### src/hw/rtl/bcc_pkg.sv
// ----------------------------------------------------------------------------
// bcc_pkg: shared types and constants of the button click classifier
// Holds the register map, the configuration bundle and the classifier
// decision bundle used by the evaluation logic and the top level.
// ----------------------------------------------------------------------------
`default_nettype none

package bcc_pkg;

	// configuration port geometry
	localparam int CFG_IDX_W  = 3;
	localparam int CFG_DATA_W = 12;

	// register indexes
	localparam logic [CFG_IDX_W-1:0] REG_ACTIVE_HIGH     = 3'd0;
	localparam logic [CFG_IDX_W-1:0] REG_EMIT_ON_RELEASE = 3'd1;
	localparam logic [CFG_IDX_W-1:0] REG_REPEAT_ENABLE   = 3'd2;
	localparam logic [CFG_IDX_W-1:0] REG_DOUBLE_ENABLE   = 3'd3;
	localparam logic [CFG_IDX_W-1:0] REG_DEBOUNCE        = 3'd4;
	localparam logic [CFG_IDX_W-1:0] REG_DOUBLE_MAX      = 3'd5;
	localparam logic [CFG_IDX_W-1:0] REG_REPEAT_DELAY    = 3'd6;
	localparam logic [CFG_IDX_W-1:0] REG_REPEAT_INTERVAL = 3'd7;

	// event kinds
	localparam logic KIND_CLICK  = 1'b0;
	localparam logic KIND_DOUBLE = 1'b1;

	// register reset values
	localparam logic [9:0]  DEBOUNCE_RST        = 10'd20;
	localparam logic [11:0] DOUBLE_MAX_RST      = 12'd300;
	localparam logic [11:0] REPEAT_DELAY_RST    = 12'd300;
	localparam logic [11:0] REPEAT_INTERVAL_RST = 12'd100;

	typedef struct packed {
		logic        active_high;
		logic        emit_on_release;
		logic        repeat_enable;
		logic        double_click_enable;
		logic [9:0]  debounce_ms;
		logic [11:0] double_click_max_ms;
		logic [11:0] repeat_delay_ms;
		logic [11:0] repeat_interval_ms;
	} bcc_cfg_t;

	// decision for one poll: event and next flags
	typedef struct packed {
		logic emit;
		logic kind;
		logic pending;
		logic repeat_flag;
	} bcc_res_t;

endpackage

`default_nettype wire

### src/hw/rtl/button_click_classifier_core.sv
// A poll passes through the input register and then the result register before its click event is presented.
// Throughput: one poll per cycle while the result side does not stall; each poll causes at most one event.
// The input register advances whenever the result register is empty or taken.
// Reset: registers return to their default values, previous level reads as 1,
// time count and click flags clear, no result is held.
// ----------------------------------------------------------------------------
// button_click_classifier_core: button click and double-click classifier
// Input register, single-pass classifier logic with state feedback and an
// output register that decouples the result side.
// ----------------------------------------------------------------------------
`default_nettype none

module button_click_classifier_core #(
	parameter int REPEAT_MAX_MS = 1000,
	parameter int TIME_WIDTH    = 16
) (
	input  wire                          clk,
	input  wire                          arst_n,
	// configuration
	input  wire                          cfg_we,
	input  wire [bcc_pkg::CFG_IDX_W-1:0] cfg_index,
	input  wire [bcc_pkg::CFG_DATA_W-1:0] cfg_data,
	// polls
	input  wire                          in_valid,
	output logic                         in_stall,
	input  wire                          button_level,
	input  wire [9:0]                    elapsed_ms,
	// events
	output logic                         out_valid,
	input  wire                          out_stall,
	output logic                         event_kind,
	output logic                         last_of_run
);
	import bcc_pkg::*;

	bcc_cfg_t              cfg_q;
	logic                  valid_s1;
	logic                  level_s1;
	logic [9:0]            elapsed_s1;
	logic                  prev_level_q;
	logic [TIME_WIDTH-1:0] ms_since_q;
	logic                  pending_q;
	logic                  repeat_q;
	logic                  out_valid_q;
	logic                  kind_q;
	logic                  advance;
	bcc_res_t              res;
	logic [TIME_WIDTH-1:0] ms_next;

	// write configuration registers
	always_ff @(posedge clk or negedge arst_n) begin
		if (!arst_n) begin
			cfg_q.active_high         <= 1'b1;
			cfg_q.emit_on_release     <= 1'b1;
			cfg_q.repeat_enable       <= 1'b0;
			cfg_q.double_click_enable <= 1'b0;
			cfg_q.debounce_ms         <= DEBOUNCE_RST;
			cfg_q.double_click_max_ms <= DOUBLE_MAX_RST;
			cfg_q.repeat_delay_ms     <= REPEAT_DELAY_RST;
			cfg_q.repeat_interval_ms  <= REPEAT_INTERVAL_RST;
		end else if (cfg_we) begin
			case (cfg_index)
				REG_ACTIVE_HIGH:     cfg_q.active_high         <= cfg_data[0];
				REG_EMIT_ON_RELEASE: cfg_q.emit_on_release     <= cfg_data[0];
				REG_REPEAT_ENABLE:   cfg_q.repeat_enable       <= cfg_data[0];
				REG_DOUBLE_ENABLE:   cfg_q.double_click_enable <= cfg_data[0];
				REG_DEBOUNCE:        cfg_q.debounce_ms         <= cfg_data[9:0];
				REG_DOUBLE_MAX:      cfg_q.double_click_max_ms <= cfg_data[11:0];
				REG_REPEAT_DELAY:    cfg_q.repeat_delay_ms     <= cfg_data[11:0];
				REG_REPEAT_INTERVAL: cfg_q.repeat_interval_ms  <= cfg_data[11:0];
				default: ;
			endcase
		end
	end

	// advance when the result register is free or being taken
	assign advance  = !out_valid_q || !out_stall;
	assign in_stall = valid_s1 && !advance;

	// capture the poll
	always_ff @(posedge clk or negedge arst_n) begin
		if (!arst_n) begin
			valid_s1 <= 1'b0;
		end else if (!in_stall) begin
			valid_s1 <= in_valid;
		end
	end

	always_ff @(posedge clk) begin
		if (!in_stall) begin
			level_s1   <= button_level;
			elapsed_s1 <= elapsed_ms;
		end
	end

	bcc_eval #(
		.REPEAT_MAX_MS (REPEAT_MAX_MS),
		.TIME_WIDTH    (TIME_WIDTH)
	) u_eval (
		.cfg         (cfg_q),
		.level       (level_s1),
		.elapsed     (elapsed_s1),
		.prev_level  (prev_level_q),
		.ms_since    (ms_since_q),
		.pending     (pending_q),
		.repeat_flag (repeat_q),
		.res         (res),
		.ms_next     (ms_next)
	);

	// update classifier state once per transfer through the input register
	always_ff @(posedge clk or negedge arst_n) begin
		if (!arst_n) begin
			prev_level_q <= 1'b1;
			ms_since_q   <= '0;
			pending_q    <= 1'b0;
			repeat_q     <= 1'b0;
		end else if (valid_s1 && advance) begin
			prev_level_q <= level_s1;
			ms_since_q   <= ms_next;
			pending_q    <= res.pending;
			repeat_q     <= res.repeat_flag;
		end
	end

	// load or drain the result register
	always_ff @(posedge clk or negedge arst_n) begin
		if (!arst_n) begin
			out_valid_q <= 1'b0;
		end else if (advance) begin
			out_valid_q <= valid_s1 && res.emit;
		end
	end

	always_ff @(posedge clk) begin
		if (advance) begin
			kind_q <= res.kind;
		end
	end

	assign out_valid   = out_valid_q;
	assign event_kind  = kind_q;
	// every event is the only one of its poll
	assign last_of_run = 1'b1;

	// a double click needs double-click detection switched on
	a_double_needs_enable: assert property (@(posedge clk) disable iff (!arst_n)
		out_valid && event_kind == KIND_DOUBLE |-> cfg_q.double_click_enable)
		else $error("double click with detection disabled");

	// input is held back only while a poll waits in the input register
	a_stall_only_when_full: assert property (@(posedge clk) disable iff (!arst_n)
		in_stall |-> valid_s1)
		else $error("input stalled with empty input register");

	// a stalled poll leaves classifier state untouched
	a_state_holds_on_stall: assert property (@(posedge clk) disable iff (!arst_n)
		in_stall |=> $stable(ms_since_q) && $stable(prev_level_q))
		else $error("state changed while poll stalled");

	// a repeat flag only arises from an emitted repeat click
	a_repeat_sets_with_event: assert property (@(posedge clk) disable iff (!arst_n)
		!repeat_q ##1 repeat_q |-> out_valid)
		else $error("repeat flag set without an event");

endmodule

`default_nettype wire

### src/hw/rtl/bcc_eval.sv
// ----------------------------------------------------------------------------
// bcc_eval: per-poll classifier decision
// Saturating time update, edge detection and the ordered rules: pending
// timeout, trigger edge, auto repeat. Purely combinational.
// ----------------------------------------------------------------------------
`default_nettype none

module bcc_eval #(
	parameter int REPEAT_MAX_MS = 1000,
	parameter int TIME_WIDTH    = 16
) (
	input  var bcc_pkg::bcc_cfg_t   cfg,
	input  wire                     level,
	input  wire [9:0]               elapsed,
	input  wire                     prev_level,
	input  wire [TIME_WIDTH-1:0]    ms_since,
	input  wire                     pending,
	input  wire                     repeat_flag,
	output bcc_pkg::bcc_res_t       res,
	output logic [TIME_WIDTH-1:0]   ms_next
);
	import bcc_pkg::*;

	localparam int CMP_W = (TIME_WIDTH > 17) ? TIME_WIDTH : 17;

	logic [TIME_WIDTH:0]   sum;
	logic [TIME_WIDTH-1:0] t;
	logic [CMP_W-1:0]      tc;
	logic press_edge, release_edge, trig, other, held;
	logic gt_dmax, gt_deb, gt_delay, gt_intv, lt_rmax;

	// add the elapsed time, saturating at all ones
	assign sum = {1'b0, ms_since} + (TIME_WIDTH+1)'(elapsed);
	assign t   = sum[TIME_WIDTH] ? {TIME_WIDTH{1'b1}} : sum[TIME_WIDTH-1:0];
	assign tc  = CMP_W'(t);

	// threshold compares
	assign gt_dmax  = tc > CMP_W'(cfg.double_click_max_ms);
	assign gt_deb   = tc > CMP_W'(cfg.debounce_ms);
	assign gt_delay = tc > CMP_W'(cfg.repeat_delay_ms);
	assign gt_intv  = tc > CMP_W'(cfg.repeat_interval_ms);
	assign lt_rmax  = tc < CMP_W'(REPEAT_MAX_MS);

	// edges relative to the pressed level
	assign press_edge   = (level == cfg.active_high) && (prev_level != cfg.active_high);
	assign release_edge = (level != cfg.active_high) && (prev_level == cfg.active_high);
	assign trig  = cfg.emit_on_release ? release_edge : press_edge;
	assign other = cfg.emit_on_release ? press_edge : release_edge;
	assign held  = (level == cfg.active_high) && (prev_level == cfg.active_high);

	// apply the rules in order; a pending click past the gap is always
	// resolved by the timeout rule, so a poll causes at most one event
	always_comb begin
		res.emit        = 1'b0;
		res.kind        = KIND_CLICK;
		res.pending     = pending;
		res.repeat_flag = repeat_flag;
		ms_next         = t;
		if (cfg.double_click_enable && pending && gt_dmax) begin
			res.emit    = 1'b1;
			res.pending = 1'b0;
		end else if (trig && gt_deb) begin
			if (!repeat_flag) begin
				if (cfg.double_click_enable && pending) begin
					res.emit    = 1'b1;
					res.kind    = KIND_DOUBLE;
					res.pending = 1'b0;
				end else if (cfg.double_click_enable) begin
					res.pending = 1'b1;
				end else begin
					res.emit    = 1'b1;
					res.pending = 1'b0;
				end
			end
			ms_next         = '0;
			res.repeat_flag = 1'b0;
		end else if (cfg.repeat_enable &&
		             ((!repeat_flag && gt_delay) || (repeat_flag && gt_intv))) begin
			if (other) begin
				ms_next = '0;
			end else if (held && lt_rmax) begin
				ms_next         = '0;
				res.emit        = 1'b1;
				res.pending     = 1'b0;
				res.repeat_flag = 1'b1;
			end
		end
	end

endmodule

`default_nettype wire

### config.mk
export PLATFORM = sky130hd
export DESIGN_NAME = button_click_classifier_core
export DESIGN_NICKNAME = d
export VERILOG_FILES = /design/src/hw/rtl/bcc_pkg.sv /design/src/hw/rtl/button_click_classifier_core.sv /design/src/hw/rtl/bcc_eval.sv
export SDC_FILE = /design/constraint.sdc
export NUM_CORES = 1
export LEC_CHECK = 0
export ABC_CLOCK_PERIOD_IN_PS = 5900
export BUFFER_PORTS_ARGS = -buffer_cell sky130_fd_sc_hd__buf_2
export CAP_MARGIN = 20
export CORE_MARGIN = 1.5
export CORE_UTILIZATION = 33
export CTS_BUF_LIST = sky130_fd_sc_hd__clkbuf_16
export CTS_CLUSTER_DIAMETER = 100
export DETAILED_ROUTE_END_ITERATION = 8
export GPL_ROUTABILITY_DRIVEN = 0
export GPL_TIMING_DRIVEN = 0
export PLACE_DENSITY = 0.5
export SLEW_MARGIN = 10
export SYNTH_ARGS = -nofsm -noshare
export SYNTH_HDL_FRONTEND = slang
export SYNTH_SLANG_ARGS = --single-unit
### constraint.sdc
create_clock -name clk -period 5.9 [get_ports clk]
set_input_delay 0.295 -clock clk [delete_from_list [all_inputs] [get_ports clk]]
set_output_delay 0.295 -clock clk [all_outputs]
set_load 0.01 [all_outputs]
==> flow_summary.ini, run 1 <==
[final_layout]
design_area_um2 = 6310
layoutNonFillerInstCount = 818
multiInputGateArea_um2 = 3090
nFillCells = 1636
diodes = 0
layout-drive-gt1-share_pct = 23.4
final_core_util_pct = 38.2
seqCellArea_um2 = 2160
design.final.nets = 677
areaGrowthSynthToFinish_pct = 13.4

[detailed_routing]
wl_per_cell_um = 16.8
drt-initial-drc-count = 269
drc = 0
ant_nets = 0
drt-pass1-iter-count = 5
vias = 4324
vias_per_cell = 5.29
drt_wl_total_mm = 13.7

[floorplan]
rows = 47
pin_count = 35
die_w_um = 133
die_h_um = 133
core_area_um2 = 16500
start_util_pct = 33.7
die_area_um2 = 17600

[worst_setup_path]
critPathTopFamily = compound AO/OA/AOI/OAI gates
rr_worst_depth = 18
worstSetupEndpointType = flip-flop
timing.critical_path.slowest_cell_delay_ns = 0.46
critPathBufInv = 2
r2r-end = ms_since_q[12]
worst_path_most_repeated_cell = ha_1
start_kind = flip-flop
regToRegSetupSlack_ns = 0.45
crit_cells = 18
crit_type = flip-flop to flip-flop
slowest_stage = nor3_1
critPathRequiredTime_ns = 6.13
critPathMaxFanout = 10
reg2reg_from = elapsed_s1[0]
crit_arrival_ns = 5.67
startpoint = elapsed_s1[0]
crit_chain = ha_1, fa_1, a21o_1, a221oi_2, o21ai_0, nand3_1, clkbuf_1, o31ai_1, ha_1, nand4_1, nor3_1, o21a_1, o41a_1, a211oi_1, o311a_4, o31ai_4, buf_8, a21oi_2

[sta]
finalHoldViolCount = 0
finalSetupTns_ns = 0
slew_headroom_pct = 42.7
drv_slew = 0
final.period_utilization_pct = 92.3
finalSetupViolations = 0
worst_pin_slew_ns = 0.852
fin_ws_ns = 0.453
period_needed_ns = 5.45
fmax_ghz = 0.184
rsz0062_at_grt = false
fin_worst_skew_ns = 0.00631

[global_route]
grt_pass1_wl_mm = 22.7
antenna_found_initial = 0
grt_max_degree = 38
gr-usage-all-layers_pct = 16.6
grt-ovfl-total = 0
grt_pass1_vias = 4276

[power]
leakage_nw = 2.86
peakVddDrop_v = 0.000189
pwr_density_cell_nw_per_um2 = 542

[synth]
yosysMostFrequentCell = dfrtp_1
synth_simple_gate_area_share_pct = 13.0
synth_edf_count = 12
synth_top_family_by_area = compound AO/OA/AOI/OAI gates
synth_area_um2 = 5560
synth_nets = 633
ys_types = 69
synth_compound_area_share_pct = 18.9
async_flop_share_pct = 85.5
avgSynthCellArea_um2 = 10.1
yosysSeqAreaShare_pct = 38.8
ys_ff_latch = 83
synth_xor_area_share_pct = 1.42
yosysTopAreaCellShare_pct = 24.7
ys_top_cells_by_area = dfrtp_1 (25%), ha_1 (12%), mux2_2 (8.5%)
synthFlopType = dfrtp_1
synthAdderAreaFrac_pct = 12.1
yosys_warnings = 0
synth_commonest_cells = dfrtp_1 (55), ha_1 (52), inv_1 (50)
synth_mux_area_share_pct = 9.94
synth_area_leader_cell = dfrtp_1
netlist_instances = 549

[hold_path]
hold_path_depth = 1
worst_hold_path.endpoint = elapsed_s1[7]
worst_hold_path_type = primary input to flip-flop
worstHoldStart = elapsed_ms[7]

[place]
detailed_place.area_um2 = 6020
preCtsSetupSlack_ns = 0.349
place_hpwl_mm = 10.8
io_buffers = 31
dp_cells = 801

[clock_network]
cts-root-buf = clkbuf_16
cts_setup_buffers = 0
worstSkewPairLatency_ns = 0.35
clkSinkCount = 83
clkTransAtPathRegs_ns = 0.06
clk_path_buf_depth = 2
htreeDepth = 3
numCtsBuffers = 9
cts_tree = done

[run_status]
outcome = completed

[flow_run]
cap_violations = 0
cells by family after synthesis:
| group | Yosys count |
|---|---|
| compound gates | 147 |
| xor+xnor | 9 |
| fa+ha+maj | 53 |
| buf+inv | 70 |
| flops | 83 |
| mux | 50 |
| other cells | 1 |
| simple gates | 136 |
routing by layer:
metal  vias to the layer above  wire length, um  global-route usage [%]  share of wire [%]
met5                         -                0                       0                  0
met4                         0              393                    7.88                2.9
met3                        26              442                    2.76                3.2
met2                        99             6260                    25.8                 46
met1                      2087             6620                    22.5                 48
li1                       2112                -                       -                  -
placed cells by master, fill, tap and decap left out, drive strengths merged, types with 3 or more instances in the layout:
| cell | Yosys | layout |
|---|---|---|
| inv | 50 | 56 |
| dfrtp | 55 | 55 |
| a21oi | 53 | 53 |
| ha | 52 | 52 |
| nand2 | 44 | 44 |
| buf | 12 | 44 |
| mux2 | 42 | 42 |
| o21ai | 25 | 25 |
| nand3 | 19 | 19 |
| clkbuf | 7 | 17 |
| dfstp | 16 | 16 |
| edfxtp | 12 | 12 |
| a21o | 12 | 12 |
| nor2 | 11 | 11 |
| nand4 | 9 | 9 |
| nor3 | 9 | 9 |
| mux2i | 8 | 8 |
| nand2b | 7 | 7 |
| a211o | 7 | 7 |
| and4 | 7 | 7 |
| a211oi | 5 | 5 |
| o2111ai | 5 | 5 |
| and3 | 5 | 5 |
| xor2 | 5 | 5 |
| o211ai | 5 | 5 |
| o21a | 4 | 4 |
| and2 | 4 | 4 |
| nor3b | 4 | 4 |
| a31oi | 4 | 4 |
| o41a | 4 | 4 |
| xnor2 | 4 | 4 |
| o31ai | 4 | 4 |
| or3 | 4 | 4 |
| or2 | 3 | 3 |
| a31o | 3 | 3 |
final cells by class:
cell class | instances | area share (%)
well taps | 220 | 4.36
clock inverters | 6 | 0.357
inverters | 50 | 2.98
multi-input cells | 396 | 49.0
repair buffers | 33 | 2.98
clock buffers | 10 | 3.97
plain buffers | 20 | 2.20
flip-flops and latches | 83 | 34.2
registers in the layout, summed over array words and instances, names as in the netlist:
| register | cells |
|---|---|
| cfg_q | 50 |
| ms_since_q | 16 |
| elapsed_s1 | 10 |
| event_kind | 1 |
| level_s1 | 1 |
| out_valid | 1 |
| pending_q | 1 |
| prev_level_q | 1 |
| repeat_q | 1 |
| valid_s1 | 1 |
repair_timing:
item	4_1_cts	5_1_grt
hold buffers	1	0
gates resized for setup	0	1
endpoints found under the setup margin	0	10
endpoints found under the hold margin	29	0
worst max path at each step:
stage / endpoint
2_1_floorplan: ms_since_q[12]
3_3_place_gp: ms_since_q[15]
3_5_place_dp: ms_since_q[14]
4_1_cts: ms_since_q[14]
5_1_grt: ms_since_q[13]
6_report: ms_since_q[12]
report_power, final:
group	internal (mW)	switching (mW)	total, mW
combinational	0.843	1.22	2.06
sequential	0.742	0.0901	0.832
clock	0.302	0.224	0.526
total	1.89	1.53	3.42
through the flow:
| stage | hold WS (ns) | power, mW |
|---|---|---|
| after floorplan | -0.000591 | 2.35 |
| after global placement | 0.471 | 2.82 |
| after detailed placement | 0.289 | 2.88 |
| after CTS | 0.102 | 3.43 |
| after global routing | 0.107 | 3.76 |
| final | 0.119 | 3.42 |
Power figures use the tool's default switching activity.
==> inputs of run 2 (changes only) <==
--- a/config.mk
+++ b/config.mk
@@ -6,16 +6,16 @@
 export NUM_CORES = 1
 export LEC_CHECK = 0
 export ABC_CLOCK_PERIOD_IN_PS = 5900
-export BUFFER_PORTS_ARGS = -buffer_cell sky130_fd_sc_hd__buf_2
 export CAP_MARGIN = 20
 export CORE_MARGIN = 1.5
 export CORE_UTILIZATION = 33
 export CTS_BUF_LIST = sky130_fd_sc_hd__clkbuf_16
 export CTS_CLUSTER_DIAMETER = 100
 export DETAILED_ROUTE_END_ITERATION = 8
+export DONT_BUFFER_PORTS = 1
 export GPL_ROUTABILITY_DRIVEN = 0
 export GPL_TIMING_DRIVEN = 0
-export PLACE_DENSITY = 0.5
+export PLACE_DENSITY = 0.48
 export SLEW_MARGIN = 10
 export SYNTH_ARGS = -nofsm -noshare
 export SYNTH_HDL_FRONTEND = slang
==> run 2 against run 1 <==
Net effect: non-clock buffer count is 31 lower; core utilization down 1.0 points; clock skew rose by 0.0018 ns; critical path type unchanged; cell count down 3.8%; setup slack got worse by 0.050 ns; maximum frequency shrank 0.90%; global-route usage fell by 0.17 points; first-iteration DRC count is 22% lower; combinational power is essentially flat; via count fell by 3.7%; total power fell by 1.3%; die area stayed put.
==> flow_summary.ini, run 2 (synthesis gave the netlist of run 1 again) <==
[run_status]
outcome = completed

[detailed_routing]
ant_nets = 0
vias_per_cell = 5.29
drt-pass1-iter-count = 4
drt-initial-drc-count = 210
drt_wl_total_mm = 13.8
vias = 4163
drc = 0
wl_per_cell_um = 17.6

[worst_setup_path]
crit_chain = ha_1, fa_1, a21o_1, a221oi_2, o21ai_0, nand3_1, clkbuf_1, o31ai_1, ha_1, nand4_1, nor3_1, o21a_1, o41a_1, a211oi_1, o311a_4, o31ai_4, buf_8, a21oi_2
start_kind = flip-flop
crit_type = flip-flop to flip-flop
worstSetupEndpointType = flip-flop
crit_arrival_ns = 5.72
critPathTopFamily = compound AO/OA/AOI/OAI gates
slowest_stage = clkbuf_1
critPathBufInv = 2
timing.critical_path.slowest_cell_delay_ns = 0.46
worst_path_most_repeated_cell = ha_1
critPathRequiredTime_ns = 6.12
critPathMaxFanout = 10

[sta]
final.period_utilization_pct = 93.2
rsz0062_at_grt = false
worst_pin_slew_ns = 0.875
slew_headroom_pct = 41.1
fmax_ghz = 0.182
finalHoldViolCount = 0
finalSetupViolations = 0
drv_slew = 0
period_needed_ns = 5.50
fin_worst_skew_ns = 0.00814
fin_hold_ws_ns = 0.0414
finalSetupTns_ns = 0

[final_layout]
design.final.nets = 646
nFillCells = 1656
final_cell_mix = dfrtp_1 (55), inv_1 (53), ha_1 (52)
design_area_um2 = 6140
reg_top3 = cfg_q: 50 flops, ms_since_q: 16 flops, elapsed_s1: 10 flops
diodes = 0
mostFrequentLayoutCell = dfrtp_1
top_register = cfg_q
layout-drive-gt1-share_pct = 19.2
largest_reg_flops = 50
areaGrowthSynthToFinish_pct = 10.3

[power]
leakage_nw = 2.72
pwr_density_cell_nw_per_um2 = 550
peakVddDrop_v = 0.000167
total_power_mw = 3.38

[global_route]
grt_pass1_wl_mm = 22.3
grt_max_degree = 72
antenna_found_initial = 0
grt_pass1_vias = 4194
gr-usage-all-layers_pct = 16.4
grt-ovfl-total = 0

[clock_network]
clkTransAtPathRegs_ns = 0.06
htreeDepth = 3
cts-root-buf = clkbuf_16
clkSinkCount = 83
clk_path_buf_depth = 2
numCtsBuffers = 9
worstSkewPairLatency_ns = 0.35
cts_tree = done

[flow_run]
cap_violations = 0

[floorplan]
rows = 47
die_area_um2 = 17600
pin_count = 35
die_h_um = 133
start_util_pct = 33.7
core_area_um2 = 16500
die_w_um = 133

[hold_path]
worst_hold_path_type = primary input to flip-flop

[place]
io_buffers = 0
detailed_place.area_um2 = 5840
place_hpwl_mm = 10.6
## run 2: cell count changes in the layout (fill, tap and decap cells not counted)
| cell | change |
|---|---|
| buf_12 | -1 |
| buf_16 | +1 |
| buf_2 | -30 |
| buf_4 | -1 |
| clkbuf_16 | -1 |
| clkinv_1 | +3 |
| inv_1 | -3 |
| inv_4 | +1 |
## run 2: final cells by class
type	count	area [um^2]	area share [%]
sequential	83	2160	35.1
tap	220	275	4.48
inverter	50	188	3.06
clock inverter	7	28.8	0.469
multi-input combinational	396	3090	50.3
clock buffer	9	225	3.67
buffer	20	139	2.26
timing repair buffer	2	37.5	0.611
## run 2: metal layers
metal | routed length, um | track usage, %
met1 | 6820 | 22.3
met2 | 6520 | 26.0
met3 | 376 | 3.56
met4 | 112 | 5.37
met5 | 0 | 0
## run 2: power breakdown
group	switching, mW	total [mW]	internal [mW]	leakage (nW)
logic	1.21	2.04	0.834	1.61
clock network	0.224	0.500	0.276	0.136
registers	0.0938	0.836	0.742	0.971
total	1.52	3.38	1.85	2.72
## run 2: per-stage QoR
stage | instances | util, % | setup WS, ns
after detailed placement | 769 | 35.4 | 0.414
after floorplan | 549 | - | 1.63
after global placement | 769 | 35.3 | 0.392
final | 787 | 37.1 | 0.403
after CTS | 787 | 37.1 | 0.365
after global routing | 787 | 37.1 | 0.0170
## run 2: repair_timing
item	in CTS	in global routing
setup buffers	0	0
hold endpoints to repair	71	0
endpoints found under the setup margin	0	10
resized for setup	0	1
hold buffers	2	0
## run 2: worst paths after layout
kind | slack [ns] | cells past startpoint | from | end
worst max-delay path | 0.40 | 18 | elapsed_s1[0] | ms_since_q[14]
worst min-delay path | 0.04 | 0 | elapsed_ms[6] | elapsed_s1[6]
worst max register to register | 0.40 | 18 | elapsed_s1[0] | ms_since_q[14]
worst min register to register | 0.51 | 1 | cfg_q[10] | cfg_q[10]
max in group asynchronous | 5.08 | 2 | arst_n | cfg_q[6]
min in group asynchronous | 0.49 | 2 | arst_n | cfg_q[22]
==> inputs of run 3 (changes only) <==
--- a/config.mk
+++ b/config.mk
@@ -15,7 +15,7 @@
 export DONT_BUFFER_PORTS = 1
 export GPL_ROUTABILITY_DRIVEN = 0
 export GPL_TIMING_DRIVEN = 0
-export PLACE_DENSITY = 0.48
+export PLACE_DENSITY = 0.49
 export SLEW_MARGIN = 10
 export SYNTH_ARGS = -nofsm -noshare
 export SYNTH_HDL_FRONTEND = slang
==> run 3 against run 2 <==
Net effect: critical path depth unchanged; setup slack worse by 0.046 ns; count of clock-buffer cells in the layout did not move; via count is 1.2% higher; routed wire length down 0.30%; core utilization about the same; clock power hardly changed.
==> flow_summary.ini, run 3 (synthesis gave the netlist of run 1 again) <==
[run_status]
outcome = completed

[global_route]
grt_pass1_wl_mm = 22.6
grtUsageMet1_pct = 22.3
use_met2_pct = 25.8
grt_pass1_vias = 4239
antenna_found_initial = 0
grt_max_degree = 72
grtUsageMet3_pct = 3.64
grt-ovfl-total = 0
busiest_layer = met2
gr-usage-all-layers_pct = 16.5

[final_layout]
top_register = cfg_q
nFillCells = 1632
largest_reg_flops = 50
mostFrequentLayoutCell = dfrtp_1
reg_top3 = cfg_q: 50 flops, ms_since_q: 16 flops, elapsed_s1: 10 flops
multiInputGateArea_um2 = 3090
diodes = 0
final_cell_mix = dfrtp_1 (55), inv_1 (53), ha_1 (52)
design.final.nets = 646
layout-drive-gt1-share_pct = 19.4
areaGrowthSynthToFinish_pct = 10.3
seqCellArea_um2 = 2160

[sta]
final.period_utilization_pct = 94.0
finalHoldViolCount = 0
fin_worst_skew_ns = 0.00538
fmax_ghz = 0.180
period_needed_ns = 5.54
slew_headroom_pct = 38.6
rsz0062_at_grt = false
finalSetupViolations = 0
worst_pin_slew_ns = 0.913
drv_slew = 0
fin_hold_ws_ns = 0.0427
finalSetupTns_ns = 0

[flow_run]
cap_violations = 0

[power]
p_switching_mw = 1.51
pwr_density_cell_nw_per_um2 = 548
power_frac_seq_pct = 24.8
total_power_mw = 3.37
leakage_nw = 2.72
switching_share_pct = 45.0
peakVddDrop_v = 0.000169
pwr-share-clk_pct = 14.9
pwr-share-comb_pct = 60.3
intPower_mw = 1.85

[worst_setup_path]
critPathBufInv = 2
crit_type = flip-flop to flip-flop
rr_worst_depth = 18
critPathTopFamily = compound AO/OA/AOI/OAI gates
timing.critical_path.slowest_cell_delay_ns = 0.49
crit_cells = 18
startpoint = elapsed_s1[0]
regToRegSetupSlack_ns = 0.36
start_kind = flip-flop
crit_path_end = ms_since_q[14]
critPathMaxFanout = 10
critPathRequiredTime_ns = 6.12
slowest_stage = nor3_1
worstSetupEndpointType = flip-flop
r2r-end = ms_since_q[14]
crit_arrival_ns = 5.77
crit_chain = ha_1, fa_1, a21o_1, a221oi_2, o21ai_0, nand3_1, clkbuf_1, o31ai_1, ha_1, nand4_1, nor3_1, o21a_1, o41a_1, a211oi_1, o311a_4, o31ai_4, buf_8, a21oi_2
reg2reg_from = elapsed_s1[0]
worst_path_most_repeated_cell = ha_1

[clock_network]
worstSkewPairLatency_ns = 0.35
cts_setup_buffers = 0
clkSinkCount = 83
clkTransAtPathRegs_ns = 0.06
numCtsBuffers = 9
htreeDepth = 3
cts-root-buf = clkbuf_16
clk_path_buf_depth = 2
cts_tree = done

[place]
place_hpwl_mm = 10.6
io_buffers = 0

[hold_path]
worst_hold_path_type = primary input to flip-flop

[floorplan]
rows = 47
start_util_pct = 33.7
pin_count = 35
core_area_um2 = 16500
die_w_um = 133
die_h_um = 133
die_area_um2 = 17600

[detailed_routing]
ant_nets = 0
drt-initial-drc-count = 173
vias_per_cell = 5.35
vias = 4212
drt-pass1-iter-count = 4
drt_wl_total_mm = 13.8
wl_per_cell_um = 17.5
drc = 0
run 3: changes by cell type in the layout (fill, tap and decap cells not counted):
cell      change
clkinv_1      -1
clkinv_2      +1
run 3: timing repair:
action,CTS,global route
hold buffers,2,0
gates resized for setup,0,1
setup endpoints to repair,0,10
endpoints found under the hold margin,71,0
run 3: stage by stage:
step / utilization [%] / cell area, um^2 / worst slack (ns) / instances
final: 37.2 / 6140 / 0.357 / 787
after CTS: 37.1 / 6140 / 0.324 / 787
after global routing: 37.2 / 6140 / 0.124 / 787
after global placement: 35.3 / 5840 / 0.403 / 769
after detailed placement: 35.4 / 5840 / 0.366 / 769
after floorplan: - / 5560 / 1.63 / 549
run 3: cell type report:
class,count,share of cell area [%]
Clock buffer,9,3.67
Timing Repair Buffer,2,0.611
Inverter,50,3.06
Buffer,20,2.26
Tap cell,220,4.48
Multi-Input combinational cell,396,50.3
Sequential cell,83,35.1
Clock inverter,7,0.489
run 3: routing by layer:
layer | vias up | wire length [um] | part of all wire (%)
li1 | 2048 | - | -
met2 | 72 | 6320 | 46
met3 | 19 | 530 | 3.8
met4 | 0 | 289 | 2.1
met1 | 2073 | 6650 | 48
met5 | - | 0 | 0
run 3: worst min path at each step:
stage,endpoint,startpoint,slack (ns),cells past startpoint
5_1_grt,elapsed_s1[0],elapsed_ms[0],0.02,0
3_3_place_gp,cfg_q[10],arst_n,0.002,0
4_1_cts,elapsed_s1[6],elapsed_ms[6],0.03,0
2_1_floorplan,cfg_q[0],arst_n,-0.0006,0
6_report,elapsed_s1[9],elapsed_ms[9],0.04,0
3_5_place_dp,cfg_q[10],arst_n,0.002,0
run 3: worst reg2reg max path: cells and delay by family, from the launching register on:
family          cells  cell delay, ns
compound gates     10            2.45
flops               1            0.41
simple gates        3            0.78
buf+inv             2            0.69
fa+ha+maj           3            1.11
run 3: power by group through the flow:
| stage | clock network [mW] | registers (mW) | logic (mW) |
|---|---|---|---|
| 2_1_floorplan | 0 | 0.815 | 1.53 |
| 3_3_place_gp | 0 | 0.841 | 1.96 |
| 3_5_place_dp | 0 | 0.846 | 2.01 |
| 4_1_cts | 0.518 | 0.837 | 2.04 |
| 5_1_grt | 0.542 | 0.857 | 2.29 |
| 6_report | 0.501 | 0.836 | 2.03 |
